### src/rtl/crca_ram.sv
// crca_ram: generic single write, single read ram with registered read data
// no dependencies
module crca_ram #(
    parameter int WIDTH = 8,
    parameter int DEPTH = 16
) (
    input  logic                     i_clk,
    input  logic                     i_we,
    input  logic [$clog2(DEPTH)-1:0] i_waddr,
    input  logic [WIDTH-1:0]         i_wdata,
    input  logic [$clog2(DEPTH)-1:0] i_raddr,
    output logic [WIDTH-1:0]         o_rdata
);
    logic [WIDTH-1:0] r_mem [DEPTH];
    logic [WIDTH-1:0] r_rdata;

    always_ff @(posedge i_clk) begin
        if (i_we) begin
            r_mem[i_waddr] <= i_wdata;
        end
        r_rdata <= r_mem[i_raddr];
    end

    assign o_rdata = r_rdata;
endmodule

### config.mk
export PLATFORM = sky130hd
export DESIGN_NAME = crca_ram
export DESIGN_NICKNAME = d
export VERILOG_FILES = /design/src/rtl/crca_ram.sv
export SDC_FILE = /design/constraint.sdc
export NUM_CORES = 1
export LEC_CHECK = 0
export BUFFER_PORTS_ARGS = -buffer_cell sky130_fd_sc_hd__buf_2
export CAP_MARGIN = 25
export CORE_ASPECT_RATIO = 2
export CORE_UTILIZATION = 60
export DETAILED_ROUTE_END_ITERATION = 8
export PLACE_DENSITY = 0.86
export RECOVER_POWER = 50
export REMOVE_ABC_BUFFERS = 1
export SLEW_MARGIN = 20
export SYNTH_ARGS = -nofsm -noshare
export SYNTH_HDL_FRONTEND = slang
export SYNTH_SLANG_ARGS = --single-unit
### constraint.sdc
create_clock -name i_clk -period 1.8 [get_ports i_clk]
set_input_delay 0 -clock i_clk [delete_from_list [all_inputs] [get_ports i_clk]]
set_output_delay 0 -clock i_clk [all_outputs]
set_load 0.01 [all_outputs]
======== Word level (Yosys, flattened, before mapping) ========
Memories as Yosys holds them, arrays and structs flattened. A register that Yosys moved wholly into a read port is not among the register bits.
Index checks and enable logic that the tools add are counted.
storage, ports and cells
  flip-flop bits (word level) ............. 0
  RAM bits ................................ 128
  bits of input ports ..................... 18
  output and inout bits ................... 8
  logic and storage cells ................. 3
  memories ................................ 1
operators by class
  muxes and demuxes ....................... 2
memories
  name   depth  bits a word  read ports  clocked after Yosys merged registers in  wr ports  RTL line  source
  r_mem  16     8            1           1                                        1         14        logic [WIDTH-1:0] r_mem [DEPTH];
operators with widths
  kind              count
  2-to-1 mux 1 bit  2

======== Longest topological paths before layout ========
  depth in word-level cells ............... 2
  depth in mapped cells ................... 5
  gate-level depth less buffers ........... 3

======== Least setup slack after synthesis ========
No wires, ideal clock.
  kind .................................... input to register
  from .................................... input i_waddr[2]
  to ...................................... memory r_mem[0][0], enable pin
  setup time .............................. 383 ps
  data arrival time ....................... 1110 ps
  required time ........................... 1417 ps
  path slack .............................. 307 ps
  stages .................................. 2
  buffers on the path ..................... 0
  cell sequence ........................... or3b_2 -> nor3_1
RTL lines
  element             RTL line  source
  start: declaration  9         input logic [$clog2(DEPTH)-1:0] i_waddr,
  end: declaration    14
Straight into the memory's write port.

==> reports/qor.yml <==
status:
  status: "completed"
finish:
  drive_gt1_share_pct: 25.0
  nets: 309
  fillers: 460
  syn_to_final_growth_pct: 19.4
  multi_input_area_sq_um: 1060
  seq_area_sq_um: 4000
  antenna_cells: 0
cts:
  clock-sinks: 136
  cts_made_buffers: 17
  cts_tree: "done"
  post_cts_resized: 0
  clk_pin_slew_worst_paths_ns: 0.06
  cts_max_level: 4
  cts_root_buf: "clkbuf_16"
  clock_path_buffers: 2
  clock_latency_ns: 0.41
worst_setup_path:
  critical_path_depth: 3
  end_kind: "register"
  r2r_cells: 3
  start_kind: "register"
  cp_top_family: "multiplexers"
  worstSetupPathType: "reg -> reg"
  crit_required_ns: 2.09
  path_cells: "mux4_1 > a22oi_1 > nand2_1"
  cpMaxStageDelayCell: "mux4_1"
  max_stage_delay_ns: 0.49
  cp_max_fo: 1
  cp.arrival_ns: 1.63
  worstSetupStartpoint: "r_mem[0][0]"
  cp.buffers_inverters: 0
  rr_startpoint: "r_mem[0][0]"
route:
  drt-initial-drc-count: 156
  drcViolationCount: 0
  ant_nets: 0
  dr.pass1.iters: 5
  viasPerCell: 6.28
  via_count: 2523
  drt_wl_total_microns: 9880
  wl_per_cell_microns: 24.6
floorplanning:
  initial_core_util_pct: 62.1
  die_x_microns: 67.5
  die_y_microns: 133
  dieArea_sq_um: 8980
  io_pins: 26
  rows: 47
  coreArea_sq_um: 8290
timing:
  max_slew_margin_pct: 48.6
  period_needed_ns: 1.34
  worst_pin_slew_ns: 0.768
  setup_viol: 0
  timing.final.crit_share_pct: 74.4
  fmax_mhz: 746
  final.setup.tns_ns: 0
  rsz0062_at_grt: "no"
  hold_violations: 0
  drv_slew: 0
  fin_skew_ns: 0.00677
  holdWs_ns: 0.154
placement:
  dp_hpwl_microns: 6240
  gp_congestion: 0.755
  numPortBuffers: 25
power_and_ir_drop:
  power.density_nw_per_um2: 1210
  power.leakage_nw: 2.08
  ir_drop_mv: 0.961
grt:
  grt_pass1_vias: 2681
  grt_max_degree: 33
  overflow: 0
  grt_first_pass_wirelength_microns: 15100
  grt_usage_pct: 25.6
  grt_antenna_before_repair: 0
yosys:
  synth_area_leaders: "edfxtp_1 75%, mux4_2 7.9%, mux4_1 7.1%"
  syn_area_per_cell_sq_um: 22.5
  synth.top_cell.area_share_pct: 74.7
  netlist_area_sq_um: 5150
  synth.ff_latch_count: 136
  yosys_warnings: 0
  synthCells: 229
  netlist.top_cell.by_area: "edfxtp_1"
  ys_types: 19
  yosysSeqAreaShare_pct: 77.8
worst_hold_path:
  holdPathStages: 4
  worstHoldStart: "i_raddr[2]"
  hold_path.class: "in -> reg"
job:
  drv_cap: 0
placed cells by master, fill, tap and decap left out, types with 2 or more instances in the layout:
cell type,instances
dlygate4sd3_1,8
nand3b_1,2
mux4_1,14
bufinv_16,4
nor3_1,4
buf_2,15
clkinv_4,4
nor2_1,13
clkbuf_1,20
nand2b_1,2
clkbuf_16,17
edfxtp_1,128
buf_12,2
nand2_1,9
mux4_2,18
buf_4,12
a22oi_1,16
clkinvlp_4,2
dfxtp_1,8
metrics by stage:
stage / cells / utilization, % / power (mW) / setup slack (ns) / instance area, sq um
final: 402 / 74.1 / 7.44 / 0.460 / 6140
after global routing: 402 / 74.1 / 7.65 / 0.352 / 6140
after CTS: 402 / 74.5 / 7.50 / 0.451 / 6180
after detailed placement: 362 / 66.1 / 3.96 / 0.344 / 5480
after global placement: 362 / 66.1 / 3.93 / 0.401 / 5480
after floorplan: 219 / - / 3.77 / 0.307 / 5060
repair_timing:
item,4_1_cts,5_1_grt
buffers inserted,0,0
hold endpoints to repair,128,0
hold buffers,8,0
worst paths after layout:
| check | end | slack, ns |
|---|---|---|
| worst min register to register | o_rdata[5] | 0.67 |
| worst min-delay path | o_rdata[4] | 0.15 |
| worst max-delay path | o_rdata[0] | 0.46 |
| worst max register to register | o_rdata[0] | 0.46 |
cell type report:
| cell class | instances | area share (%) |
|---|---|---|
| Clock buffer | 21 | 7.17 |
| Clock inverter | 11 | 2.85 |
| Timing Repair Buffer | 53 | 5.62 |
| Multi-Input combinational cell | 83 | 17.2 |
| Sequential cell | 136 | 65.2 |
| Tap cell | 98 | 2.00 |
state kept, by name, indices dropped and copies added (netlist names):
signal / count
r_mem: 128
o_rdata: 8
per-layer routing:
metal	wire, microns	part of all wire (%)	track usage [%]	up-vias
li1	-	-	-	1103
met1	3550	36	29.6	1277
met2	5480	56	42.4	114
met3	521	5.3	6.64	29
met4	329	3.3	12.8	0
met5	0	0	0	-
Yosys cell counts:
cell             instances
and2b_1                  1
dfxtp_1                  8
nor2b_1                  1
mux4_1                  14
a22oi_1                 16
or3b_2                   1
and2_1                   1
clkdlybuf4s25_2          3
nor2_1                  13
buf_4                    1
nand3_1                  1
nand2b_1                 2
mux4_2                  18
edfxtp_1               128
nor3_1                   4
nand2_1                  9
buf_2                    3
buf_6                    3
nand3b_1                 2
cell families (layout without fill, tap and decap cells):
family                 count (synthesis)  in the layout  synth area share, %
flip-flops                           136            136                 77.8
multiplexers                          32             32                 15.0
AND/OR/NAND/NOR                       35             35                 3.18
AO/OA/AOI/OAI                         16             16                 2.33
buffers and inverters                 10             85                 1.68
where the power goes:
part           total [mW]  internal, mW  switching, mW
logic               0.336         0.148          0.188
clock network        3.54          2.32           1.22
registers            3.57          3.54         0.0218
tightest hold or removal path, cell delays in order:
cell     delay [ns]
buf_2          0.10
nor2b_1        0.15
a22oi_1        0.20
nand2_1        0.06
Note: power is estimated with default switching activity, not from simulation.
