`config.mk`:
```
export PLATFORM = sky130hd
export DESIGN_NAME = crca_div
export DESIGN_NICKNAME = d
export VERILOG_FILES = /design/src/rtl/crca_pkg.sv /design/src/rtl/crca_div.sv
export SDC_FILE = /design/constraint.sdc
export NUM_CORES = 1
export LEC_CHECK = 0
export BUFFER_PORTS_ARGS = -buffer_cell sky130_fd_sc_hd__clkbuf_2
export CORE_MARGIN = 8
export CORE_UTILIZATION = 55
export DETAILED_ROUTE_END_ITERATION = 8
export PLACE_DENSITY = 0.82
export SYNTH_ARGS = -nofsm -noshare
export SYNTH_HDL_FRONTEND = slang
export SYNTH_SLANG_ARGS = --single-unit
```
`constraint.sdc`:
```
create_clock -name i_clk -period 4.8 [get_ports i_clk]
set_input_delay 0.24 -clock i_clk [delete_from_list [all_inputs] [get_ports i_clk]]
set_output_delay 0.24 -clock i_clk [all_outputs]
set_load 0.02 [all_outputs]
```
`src/rtl/crca_pkg.sv`:
```
// crca_pkg: shared types, widths and helpers for cross region cost aggregation
// no dependencies
package crca_pkg;

    localparam int DEF_MAX_WIDTH  = 512;
    localparam int DEF_MAX_HEIGHT = 512;
    localparam int DEF_MAX_ARM    = 15;

    localparam int POS_W  = 9;
    localparam int SIZE_W = 10;
    localparam int COST_W = 16;
    localparam int ARM_W  = 4;
    localparam int CNT_W  = 10;
    localparam int OUT_W  = 25;
    localparam int CRD_W  = 14;
    localparam int OFF_W  = 8;

    localparam logic OP_LOAD  = 1'b0;
    localparam logic OP_QUERY = 1'b1;

    localparam logic CFG_FRAME_WIDTH  = 1'b0;
    localparam logic CFG_FRAME_HEIGHT = 1'b1;

    localparam logic signed [63:0] OUT_MAX_L = 64'sd16777215;
    localparam logic signed [63:0] OUT_MIN_L = -64'sd16777216;

    typedef struct packed {
        logic signed [COST_W-1:0] cost;
        logic                     valid;
        logic [ARM_W-1:0]         arm_down;
        logic [ARM_W-1:0]         arm_up;
        logic [ARM_W-1:0]         arm_right;
        logic [ARM_W-1:0]         arm_left;
        logic [CNT_W-1:0]         count;
    } t_pix;

    typedef enum logic [2:0] {
        S_IDLE,
        S_CTR,
        S_ROW_ISSUE,
        S_ROW,
        S_PIX,
        S_DRAIN,
        S_DIV,
        S_OUT
    } t_state;

    function automatic logic [OUT_W-1:0] sat_out(input logic signed [63:0] v);
        logic signed [63:0] r;
        r = v;
        if (v > OUT_MAX_L) r = OUT_MAX_L;
        if (v < OUT_MIN_L) r = OUT_MIN_L;
        return r[OUT_W-1:0];
    endfunction

endpackage

```
`src/rtl/crca_div.sv`:
```
// crca_div: restoring divider, one quotient bit per cycle
// depends on crca_pkg
module crca_div #(
    parameter int DIVD_W = 26
) (
    input  logic                       i_clk,
    input  logic                       i_rst_n,
    input  logic                       i_start,
    input  logic [DIVD_W-1:0]          i_dividend,
    input  logic [crca_pkg::CNT_W-1:0] i_divisor,
    output logic                       o_done,
    output logic [DIVD_W-1:0]          o_quotient
);
    import crca_pkg::*;

    localparam int STEP_W = $clog2(DIVD_W + 1);

    logic              r_busy, n_busy;
    logic              r_done, n_done;
    logic [STEP_W-1:0] r_step, n_step;
    logic [CNT_W-1:0]  r_rem, n_rem;
    logic [CNT_W-1:0]  r_d, n_d;
    logic [DIVD_W-1:0] r_q, n_q;
    logic [CNT_W:0]    rem_sh;

    always_comb begin
        n_busy = r_busy;
        n_done = 1'b0;
        n_step = r_step;
        n_rem  = r_rem;
        n_d    = r_d;
        n_q    = r_q;
        rem_sh = {r_rem, r_q[DIVD_W-1]};
        if (i_start) begin
            n_busy = 1'b1;
            n_step = STEP_W'(DIVD_W);
            n_rem  = '0;
            n_d    = i_divisor;
            n_q    = i_dividend;
        end else if (r_busy) begin
            if (rem_sh >= {1'b0, r_d}) begin
                n_rem = CNT_W'(rem_sh - {1'b0, r_d});
                n_q   = {r_q[DIVD_W-2:0], 1'b1};
            end else begin
                n_rem = rem_sh[CNT_W-1:0];
                n_q   = {r_q[DIVD_W-2:0], 1'b0};
            end
            n_step = r_step - 1'b1;
            if (r_step == STEP_W'(1)) begin
                n_busy = 1'b0;
                n_done = 1'b1;
            end
        end
    end

    always_ff @(posedge i_clk) begin
        if (!i_rst_n) begin
            r_busy <= 1'b0;
            r_done <= 1'b0;
        end else begin
            r_busy <= n_busy;
            r_done <= n_done;
        end
        r_step <= n_step;
        r_rem  <= n_rem;
        r_d    <= n_d;
        r_q    <= n_q;
    end

    assign o_done     = r_done;
    assign o_quotient = r_q;
endmodule

```
# [Word level (Yosys, flattened, before mapping)]
# Cells that the tools add are included.
[word_totals] ff_bits=53 input_bits=39 out_inout_bits=27 wordCells=22
[op_classes] add_sub_neg=2 order_cmp=1 n_eq_ne=1 muxes=8 bitwise=2 reduce_logical=2
[ops] cell="2-to-1 mux 26 bit" count=2
[ops] cell="greater-or-equal comparator 11 x 10 -> 1 bit" count=1
[ops] cell="2-to-1 mux 10 bit" count=1
[ops] cell="subtractor 10 bit" count=1
[ops] cell="equality test 5 x 1 -> 1 bit, second input constant" count=1
[ops] cell="2-to-1 mux 1 bit" count=5
[ops] cell="subtractor 5 x 1 -> 5 bit, second input constant" count=1
[ops] cell="OR reduction 3 bit" count=1
[ops] cell="inverter 1 bit" count=2
[ops] cell="nonzero test 2 bit" count=1

# [Logic depth before layout (Yosys ltp)]
# Gate-level depths: netlist of run 1.
[logic_depth] depth_word=4 ltp_mapped=10 mapped_depth_nobuf=10

# [Worst setup path after synthesis of run 1]
# OpenSTA, ideal clock, no wires.
[synth_path] kind="register -> register" start="reg r_d[1]" end="reg r_q[0], in the netlist o_quotient[0] (data pin)" setup_time_ps=260 t_arrival_ps=1952 required_ps=4540 slack_ps=2588 path_stages_with_launch=10 n_path_buf=1 synth_period_minus_slack_ps=2212 cell_sequence="edfxtp_1 -> inv_1 -> ha_1 -> nor2b_1 -> o31a_4 -> o21ai_4 -> a31oi_2 -> or2_1 -> buf_6 -> mux2_2"
[synth_via] elab_chain_len=4
[synth_rtl] element="start: declaration" line_no="crca_div.sv:22" text="logic [CNT_W-1:0] r_d, n_d;"
[synth_rtl] element="start signal: assignment" line_no="crca_div.sv:66" text="r_d <= n_d;"
[synth_rtl] element="greater-or-equal comparator 11 x 10 -> 1 bit" line_no="crca_div.sv:41" text="if (rem_sh >= {1'b0, r_d}) begin"
[synth_rtl] element="2-to-1 mux 1 bit" line_no="crca_div.sv:41"
[synth_rtl] element="2-to-1 mux 26 bit" line_no="crca_div.sv:40" text="end else if (r_busy) begin"
[synth_rtl] element="2-to-1 mux 26 bit" line_no="crca_div.sv:34" text="if (i_start) begin"
[synth_rtl] element="named net n_q[0]" line_no="crca_div.sv:23" text="logic [DIVD_W-1:0] r_q, n_q;"
[synth_rtl] element="end signal: assignment" line_no="crca_div.sv:67" text="r_q <= n_q;"
[synth_rtl] element="end: declaration" line_no="crca_div.sv:23"
# The timed path passes the listed nets, and every way through them passes these cells. The select of a mux whose other input is x is not followed.
# A chain may end at the register's enable or synchronous reset.

# [Worst setup path after layout of run 1]
# Ends and elaborated chain as after synthesis.

==> impl_metrics.ini, run 1 <==
[cells_and_area]
ff_latch_area_mm2 = 0.001421
fill_cells = 352
fin_area_mm2 = 0.003176
areaGrowthSynthToFinish_pct = 18.21
fin_nets = 336
layout-drive-gt1-share = 0.3719
antennaDiodeCount = 0
multiInputGateArea_mm2 = 0.001155

[routing]
routed-via-count = 1961
drc = 0
wl_per_cell_um = 16.29
viasPerCell = 5.571
antenna_violating_nets_post_route = 0
routed_wl_um = 5734
drt_pass1_iterations = 4
drt_iter0_drc = 159

[worst_setup_path]
critical_path.top_delay_family = compound AO/OA/AOI/OAI gates
slowest_delay_ns = 0.42
cp.required_ns = 4.88
cp_num_buf_inv = 1
critPathArrivalTime_ns = 2.66
rrSetupSlack_ns = 2.22
crit_path_cell_trace = inv_1 -> ha_1 -> nor2b_1 -> o31a_4 -> o21ai_4 -> a31oi_2 -> or2_1 -> mux2_2
end_kind = flip-flop
slowest_stage = or2_1
crit_type = flip-flop to flip-flop
path_max_fanout = 14
critPathLaunchType = flip-flop

[timing]
finalCritPeriodShare = 0.5385
slew_headroom = 0.3615
max_freq_mhz = 386.9
finalSetupViolCount = 0
fin_skew_ns = 0.007271
worst_slew_pin_slew_ns = 0.9567
drv_slew = 0
fin_crit_ns = 2.585
rsz0062_at_grt = no
hold_viol = 0
setup-tns-final_ns = 0

[floorplan]
fp.dieH_um = 85.89
dieWidth_um = 85.89
rows = 25
coreArea_mm2 = 0.004723
ioPinCount = 66
initial_utilization = 0.5687
dieArea_mm2 = 0.007376

[clocking]
cts_resized = 0
clk_latency_ns = 0.31
cts_tree = built
cts_hold_buf = 0
cts_num_sinks = 53
cts_root_buffer = clkbuf_8
numCtsBuffers = 5
htreeDepth = 2
clock_path_buffers = 2
clk_pin_slew_ns = 0.10
post_cts_buffers = 0

[global_route]
grt_pass1_wl_um = 9280
antenna_found_initial = 0
grt_max_degree = 34
grt_pass1_vias = 2021
grt-ovfl-total = 0
grt_use_total = 0.1598

[worst_hold_path]
min_path_type = input pin to flip-flop

[synth]
synth_async_sr_flop_share = 0
synthDistinctLibCells = 47
synth_flop_cell = edfxtp_1
syn-num-nets = 273
ys_seq_elements = 53
yosys_warnings = 0
synthCells = 221
seq_area_frac_synth = 0.5291
synthesis.area_mm2 = 0.002686
synth_edf_count = 36
synth_area_per_cell_um2 = 12.16

[place]
dp_hpwl_um = 4222
place.port_buffers = 65
place_area_mm2 = 0.003057
routabilityCongestion = 0.8446

[pwr]
fin_total_pwr_mw = 1.070
p_leak_nw = 1.348
power.density_mw_per_mm2 = 337.0
ir_drop_v = 0.0002314

[outcome]
outcome = completed

[flow_run]
maxCapViolCount = 0
## final timing paths
| check | start | end | cells after the start |
|---|---|---|---|
| min | i_divisor[5] | r_d[5]$_DFFE_PP_ | 1 |
| max reg2reg | r_d[1]$_DFFE_PP_ | o_quotient[0]$_DFFE_PP_ | 8 |
| min reg2reg | r_rem[1]$_SDFFE_PP0P_ | r_rem[1]$_SDFFE_PP0P_ | 2 |
| max | r_d[1]$_DFFE_PP_ | o_quotient[0]$_DFFE_PP_ | 8 |
## routing by layer
metal | part of all wire | vias up | routed length (um) | global-route usage
met4 | 0.022 | 0 | 127 | 0.07643
met1 | 0.43 | 931 | 2457 | 0.2002
met5 | 0 | - | 0 | 0
met3 | 0.073 | 15 | 418 | 0.05444
li1 | - | 941 | - | -
met2 | 0.48 | 74 | 2730 | 0.2400
## cells in the final DEF, fill, tap and decap left out, types with 4 or more instances in the layout
cell      count
a21oi_1       5
clkbuf_2     65
clkbuf_8      5
dfxtp_1      17
edfxtp_1     36
ha_1         12
inv_1        17
mux2_2       26
nand2_1      14
nand2b_1      6
nor2_1        7
nor2b_1       4
o211ai_1      6
o21ai_0       5
o21ai_1       5
xnor2_1       8
## cells by family (layout without fill, tap and decap cells)
family                     Yosys count  count (layout)  share of synthesized area
DFF                                 53              53                     0.5291
AOI/OAI and AO/OA                   47              47                     0.1355
and+or+nand+nor                     45              45                    0.08943
buffers and inverters               27              91                    0.04099
muxes                               26              26                     0.1090
adders and majority gates           13              13                    0.06334
xor gates and xnor gates            10              10                    0.03261
## where the power goes
group          switching [mW]  internal, mW
clock                   0.157         0.160
combinational           0.111        0.0868
sequential             0.0242         0.532
## layout make-up
| type | instances | share of cell area |
|---|---|---|
| clock buffer | 5 | 0.02167 |
| clock inverter | 3 | 0.01576 |
| inverter | 17 | 0.02009 |
| multi-input combinational | 141 | 0.3637 |
| sequential | 53 | 0.4476 |
| tap | 67 | 0.02640 |
| timing repair buffer | 66 | 0.1048 |
## per-stage QoR
step	hold WS [ns]	cells	worst slack, ns	utilization
global route	0.07894	352	2.134	0.6723
detailed placement	0.4187	344	2.263	0.6472
global placement	0.4177	344	2.342	0.6472
CTS	0.08693	352	2.233	0.6723
floorplan	0.3389	221	2.588	-
finish	0.09370	352	2.215	0.6723
## Yosys cell counts (2+ instances only)
| cell type | count | share of area |
|---|---|---|
| edfxtp_1 | 36 | 0.40 |
| mux2_2 | 26 | 0.11 |
| dfxtp_1 | 17 | 0.13 |
| inv_1 | 17 | 0.024 |
| nand2_1 | 14 | 0.020 |
| ha_1 | 12 | 0.056 |
| clkbuf_1 | 8 | 0.011 |
| xnor2_1 | 8 | 0.026 |
| nor2_1 | 7 | 0.0098 |
| nand2b_1 | 6 | 0.014 |
| o211ai_1 | 6 | 0.017 |
| a21oi_1 | 5 | 0.0093 |
| o21ai_0 | 5 | 0.0093 |
| o21ai_1 | 5 | 0.0093 |
| nor2b_1 | 4 | 0.0093 |
| a21o_1 | 3 | 0.0084 |
| nor4b_1 | 3 | 0.0098 |
| o21bai_1 | 3 | 0.0084 |
| or3_1 | 3 | 0.0070 |
| a311oi_1 | 2 | 0.0065 |
| nand3_1 | 2 | 0.0037 |
| o22ai_1 | 2 | 0.0047 |
| o32a_1 | 2 | 0.0075 |
| xor2_1 | 2 | 0.0065 |
## registers in the layout, indices dropped and copies added (netlist names)
signal and count:
r_step 5, r_busy 1, o_quotient 26, o_done 1, r_rem 10, r_d 10
Note: power is estimated with default switching activity, not from simulation.
==> run 2, diff against run 1 <==
--- a/config.mk
+++ b/config.mk
@@ -7,9 +7,9 @@
 export LEC_CHECK = 0
 export BUFFER_PORTS_ARGS = -buffer_cell sky130_fd_sc_hd__clkbuf_2
 export CORE_MARGIN = 8
-export CORE_UTILIZATION = 55
+export CORE_UTILIZATION = 48
 export DETAILED_ROUTE_END_ITERATION = 8
-export PLACE_DENSITY = 0.82
+export PLACE_DENSITY = 0.76
 export SYNTH_ARGS = -nofsm -noshare
 export SYNTH_HDL_FRONTEND = slang
 export SYNTH_SLANG_ARGS = --single-unit
==> constraint.sdc (replaced) <==
create_clock -name i_clk -period 2.1 [get_ports i_clk]
set_input_delay 0.105 -clock i_clk [delete_from_list [all_inputs] [get_ports i_clk]]
set_output_delay 0.105 -clock i_clk [all_outputs]
set_load 0.02 [all_outputs]
==> run 2 against run 1 <==
- the flow now finishes with violations (setup timing)
- cell count grew 12%
- routed wire length grew 11%
- combinational power grew to 2.8 times the previous value
- sequential power grew 130%
- total power grew 130%
- die area grew 12%
- clock skew grew 0.0095 ns
- global-route usage shrank 0.90 points
- via count grew 4.3%
- register-to-register slack lost 2.3 ns
- non-clock buffer count grew 36
- worst setup slack lost 2.3 ns
==> impl_metrics.ini, run 2 (synthesized netlist as in run 1, its figures left out) <==
[worst_setup_path]
crit_path_cell_trace = inv_2 -> ha_4 -> nor2b_4 -> o31a_4 -> o21ai_4 -> a31oi_4 -> or2_4 -> buf_4 -> a311oi_2
cp_num_buf_inv = 2
path_max_fanout = 7
cp.required_ns = 2.32
crit_type = flip-flop to flip-flop
critical_path.top_delay_family = compound AO/OA/AOI/OAI gates
critPathArrivalTime_ns = 2.40
critPathLaunchType = flip-flop
slowest_delay_ns = 0.39
end_kind = flip-flop
rrSetupSlack_ns = -0.07
slowest_stage = edfxtp_1

[floorplan]
coreArea_mm2 = 0.005473
rows = 27
dieArea_mm2 = 0.008246
fp.dieH_um = 90.81
dieWidth_um = 90.81
ioPinCount = 66
initial_utilization = 0.4909

[global_route]
grt_pass1_wl_um = 10230
grt_use_total = 0.1508
grt-ovfl-total = 0
grt_pass1_vias = 2227
antenna_found_initial = 0
grt_max_degree = 27

[cells_and_area]
fin_util = 0.6445
antennaDiodeCount = 0
fill_cells = 444
areaGrowthSynthToFinish_pct = 31.30
fin_nets = 372
layout-drive-gt1-share = 0.4455
final_cell_mix = clkbuf_2 (65), edfxtp_1 (36), mux2_2 (26), buf_4 (26), dfxtp_1 (17)
largest_reg_flops = 26
fin_area_mm2 = 0.003527
final_common_cell = clkbuf_2

[place]
routabilityCongestion = 0.8440
place.port_buffers = 65
place_area_mm2 = 0.003218
dp_hpwl_um = 4592

[timing]
slew_headroom = 0.5295
finalCritPeriodShare = 1.035
finalSetupViolCount = 7
holdWs_ns = 0.08946
max_freq_mhz = 460.0
rsz0062_at_grt = yes
worst_slew_pin_slew_ns = 0.7042
hold_viol = 0
fin_skew_ns = 0.01675
worst_slack_ns = -0.07410
drv_slew = 0
fin_crit_ns = 2.174

[routing]
drt_pass1_iterations = 4
antenna_violating_nets_post_route = 0
drt_iter0_drc = 73
drc = 0
wl_per_cell_um = 16.14
viasPerCell = 5.204
routed-via-count = 2045
routed_wl_um = 6344

[clocking]
cts_tree = built
clock_path_buffers = 2
cts_num_sinks = 53
htreeDepth = 2
cts_root_buffer = clkbuf_8
numCtsBuffers = 5
clk_latency_ns = 0.32
clk_pin_slew_ns = 0.11

[pwr]
ir_drop_v = 0.0004434
fin_total_pwr_mw = 2.415
power.density_mw_per_mm2 = 684.8
p_leak_nw = 1.513

[outcome]
failed_checks = setup timing
outcome = finished with violations

[worst_hold_path]
min_path_type = input pin to flip-flop

[flow_run]
maxCapViolCount = 0
-- run 2: cell types whose count changed in the layout (fill, tap and decap cells not counted), sizes merged --
cell and delta:
dlygate4sd3 +11, bufinv -1, buf +25, clkbuf +1
-- run 2: per-layer routing --
layer	global-route usage	up-vias	wire [um]
met3	0.04904	9	402
li1	-	1008	-
met4	0.05457	0	119
met1	0.1812	972	2856
met5	0	-	0
met2	0.2460	56	2966
-- run 2: layout make-up --
class	count	area (um^2)	area share
Clock buffer	6	72.57	0.02057
Clock inverter	2	13.76	0.003902
Inverter	17	63.81	0.01809
Multi-Input combinational cell	141	1235	0.3501
Sequential cell	53	1421	0.4030
Tap cell	72	90.09	0.02554
Timing Repair Buffer	102	630.6	0.1788
-- run 2: repair_timing --
item,in CTS,in global routing
endpoints found under the hold margin,11,0
hold buffers,11,0
pin swaps,7,7
setup endpoints to repair,11,11
setup buffers,2,3
resized for setup,7,7
-- run 2: worst paths after layout --
| kind | cells past startpoint | start | to |
|---|---|---|---|
| min reg2reg | 2 | r_rem[6]$_SDFFE_PP0P_ | r_rem[7]$_SDFFE_PP0P_ |
| max | 9 | r_d[1]$_DFFE_PP_ | r_rem[5]$_SDFFE_PP0P_ |
| max reg2reg | 9 | r_d[1]$_DFFE_PP_ | r_rem[5]$_SDFFE_PP0P_ |
| min | 2 | i_dividend[0] | o_quotient[0]$_DFFE_PP_ |
-- run 2: power by group --
part           leakage [nW]  total [mW]  internal, mW  switching [mW]
Combinational         0.968       0.557         0.270           0.287
Sequential            0.499        1.26          1.22          0.0485
Clock                0.0456       0.595         0.239           0.356
Total                  1.51        2.42          1.72           0.691
-- run 2: per-stage QoR --
stage | TNS [ns] | worst slack [ns] | instances
after floorplan | -0.1190 | -0.1043 | 221
after global placement | -0.1666 | -0.07735 | 369
after detailed placement | -0.8339 | -0.1542 | 369
after CTS | -0.1519 | -0.04566 | 390
after global routing | -0.8635 | -0.1190 | 393
final | -0.2117 | -0.07410 | 393
==> run 3, diff against run 2 <==
--- a/config.mk
+++ b/config.mk
@@ -6,8 +6,9 @@
 export NUM_CORES = 1
 export LEC_CHECK = 0
 export BUFFER_PORTS_ARGS = -buffer_cell sky130_fd_sc_hd__clkbuf_2
-export CORE_MARGIN = 8
+export CORE_MARGIN = 1.5
 export CORE_UTILIZATION = 48
+export CTS_CLUSTER_DIAMETER = 50
 export DETAILED_ROUTE_END_ITERATION = 8
 export PLACE_DENSITY = 0.76
 export SYNTH_ARGS = -nofsm -noshare
==> run 3 against run 2 <==
- the flow still finishes with violations (setup timing)
- clock skew decreased by 0.0073 ns
- worst setup slack worse by 0.00091 ns
- die area decreased by 27%
- sequential power is essentially flat
==> impl_metrics.ini, run 3 (synthesized netlist as in run 1, its figures left out) <==
[flow_run]
maxCapViolCount = 0

[global_route]
grt-ovfl-total = 0
grt_pass1_vias = 2054
grt_pass1_wl_um = 9708
grt_max_degree = 27
grt_use_total = 0.2081
antenna_found_initial = 0

[routing]
drt_iter0_drc = 88
antenna_violating_nets_post_route = 0
routed_wl_um = 6075
drt_pass1_iterations = 4
wl_per_cell_um = 15.34
drc = 0
routed-via-count = 2105
viasPerCell = 5.316

[cells_and_area]
fin_nets = 375
multiInputGateArea_mm2 = 0.001239
largest_reg_flops = 26
areaGrowthSynthToFinish_pct = 32.74
antennaDiodeCount = 0
final_common_cell = clkbuf_2
final_cell_mix = clkbuf_2 (65), edfxtp_1 (36), buf_4 (28)
layout-drive-gt1-share = 0.4537
fill_cells = 416
layout.cells.non_filler = 396
ff_latch_area_mm2 = 0.001421

[place]
place.port_buffers = 65
preCtsSetupSlack_ns = -0.1728
routabilityCongestion = 0.8492
dp_hpwl_um = 4185
dp_cells = 370

[timing]
max_freq_mhz = 459.8
worst_slew_pin_slew_ns = 0.4102
drv_slew = 0
fin_skew_ns = 0.009448
finalCritPeriodShare = 1.036
slew_headroom = 0.7255
fin_crit_ns = 2.175
hold_viol = 0
worst_slack_ns = -0.07501
finalSetupViolCount = 8
rsz0062_at_grt = yes

[clocking]
clk_pin_slew_ns = 0.11
numCtsBuffers = 5
cts_tree = built
clk_latency_ns = 0.32
cts_num_sinks = 53
clock_path_buffers = 2
cts_root_buffer = clkbuf_8
htreeDepth = 2

[worst_setup_path]
critPathArrivalTime_ns = 2.26
end_kind = flip-flop
rrSetupSlack_ns = -0.08
cp.required_ns = 2.18
crit_type = flip-flop to flip-flop
path_max_fanout = 7
critPathLaunchType = flip-flop
ff2ff_path_depth = 8
timing.rr.start = r_d[1]$_DFFE_PP_
r2r_end = o_quotient[0]$_DFFE_PP_

[floorplan]
ioPinCount = 66
rows = 27
coreArea_mm2 = 0.005439
dieArea_mm2 = 0.006054
dieWidth_um = 77.81
initial_utilization = 0.4939
fp.dieH_um = 77.81

[pwr]
power.density_mw_per_mm2 = 684.0
switching_share = 0.2890
p_clk_frac = 0.249
seqPwrFrac = 0.519
ir_drop_v = 0.0005123
power_frac_comb = 0.231
p_leak_nw = 1.529
power_switching_uw = 705.0
p_int_mw = 1.734

[worst_hold_path]
min_path_type = input pin to flip-flop
hold_start = i_dividend[12]
hold_depth = 2
min_to = o_quotient[12]$_DFFE_PP_

[outcome]
outcome = finished with violations
failed_checks = setup timing
==> run 3: layout make-up <==
type | count | share of cell area
flip-flops and latches | 53 | 0.3986
multi-input cells | 141 | 0.3474
repair buffers | 105 | 0.1842
well taps | 72 | 0.02526
clock buffers | 5 | 0.01930
inverters | 17 | 0.01789
clock inverters | 3 | 0.007368
==> run 3: power by group through the flow <==
stage	registers [mW]	logic [mW]	clock network, mW
global placement	1.28	0.491	0
global route	1.28	0.611	0.673
finish	1.27	0.565	0.607
CTS	1.26	0.539	0.627
floorplan	1.34	0.254	0
detailed placement	1.29	0.503	0
==> run 3: stage by stage <==
step	total power, mW	TNS [ns]	util	hold slack (ns)	instance area (um^2)
floorplan	1.597	-0.1190	-	0.2039	2691
global placement	1.773	-0.3885	0.5931	0.2818	3226
detailed placement	1.789	-0.9159	0.5931	0.2836	3226
CTS	2.431	-0.1864	0.6434	0.07406	3500
global route	2.561	-0.9551	0.6556	0.05956	3566
finish	2.439	-0.2862	0.6556	0.08327	3566
==> run 3: what timing repair did <==
item,CTS,global route
gates resized for setup,9,7
hold endpoints to repair,11,0
setup endpoints to repair,10,11
pin swaps,8,16
hold buffers,11,0
buffers inserted,3,4
==> run 3: layer usage <==
metal | part of all wire | vias to the layer above | GRT usage
li1 | - | 1017 | -
met1 | 0.43 | 990 | 0.2593
met2 | 0.49 | 79 | 0.3426
met3 | 0.060 | 19 | 0.06118
met4 | 0.026 | 0 | 0.07273
met5 | 0 | - | 0
==> run 3: worst max-delay path: stages, from the launching register on <==
cell      delay (ns)
edfxtp_1        0.40
inv_2           0.09
ha_4            0.20
nor2b_4         0.12
o31a_4          0.29
o21ai_4         0.17
a31oi_4         0.15
or2_4           0.27
mux2_2          0.26
==> run 3: worst max path at each step <==
| stage | start | end | slack [ns] |
|---|---|---|---|
| 6_report | r_d[1]$_DFFE_PP_ | o_quotient[0]$_DFFE_PP_ | -0.08 |
| 2_1_floorplan | r_d[1]$_DFFE_PP_ | o_quotient[0]$_DFFE_PP_ | -0.10 |
| 4_1_cts | r_d[1]$_DFFE_PP_ | o_quotient[0]$_DFFE_PP_ | -0.07 |
| 3_3_place_gp | r_d[1]$_DFFE_PP_ | o_quotient[0]$_DFFE_PP_ | -0.12 |
| 3_5_place_dp | r_d[1]$_DFFE_PP_ | o_quotient[0]$_DFFE_PP_ | -0.17 |
| 5_1_grt | r_d[1]$_DFFE_PP_ | r_rem[5]$_SDFFE_PP0P_ | -0.14 |
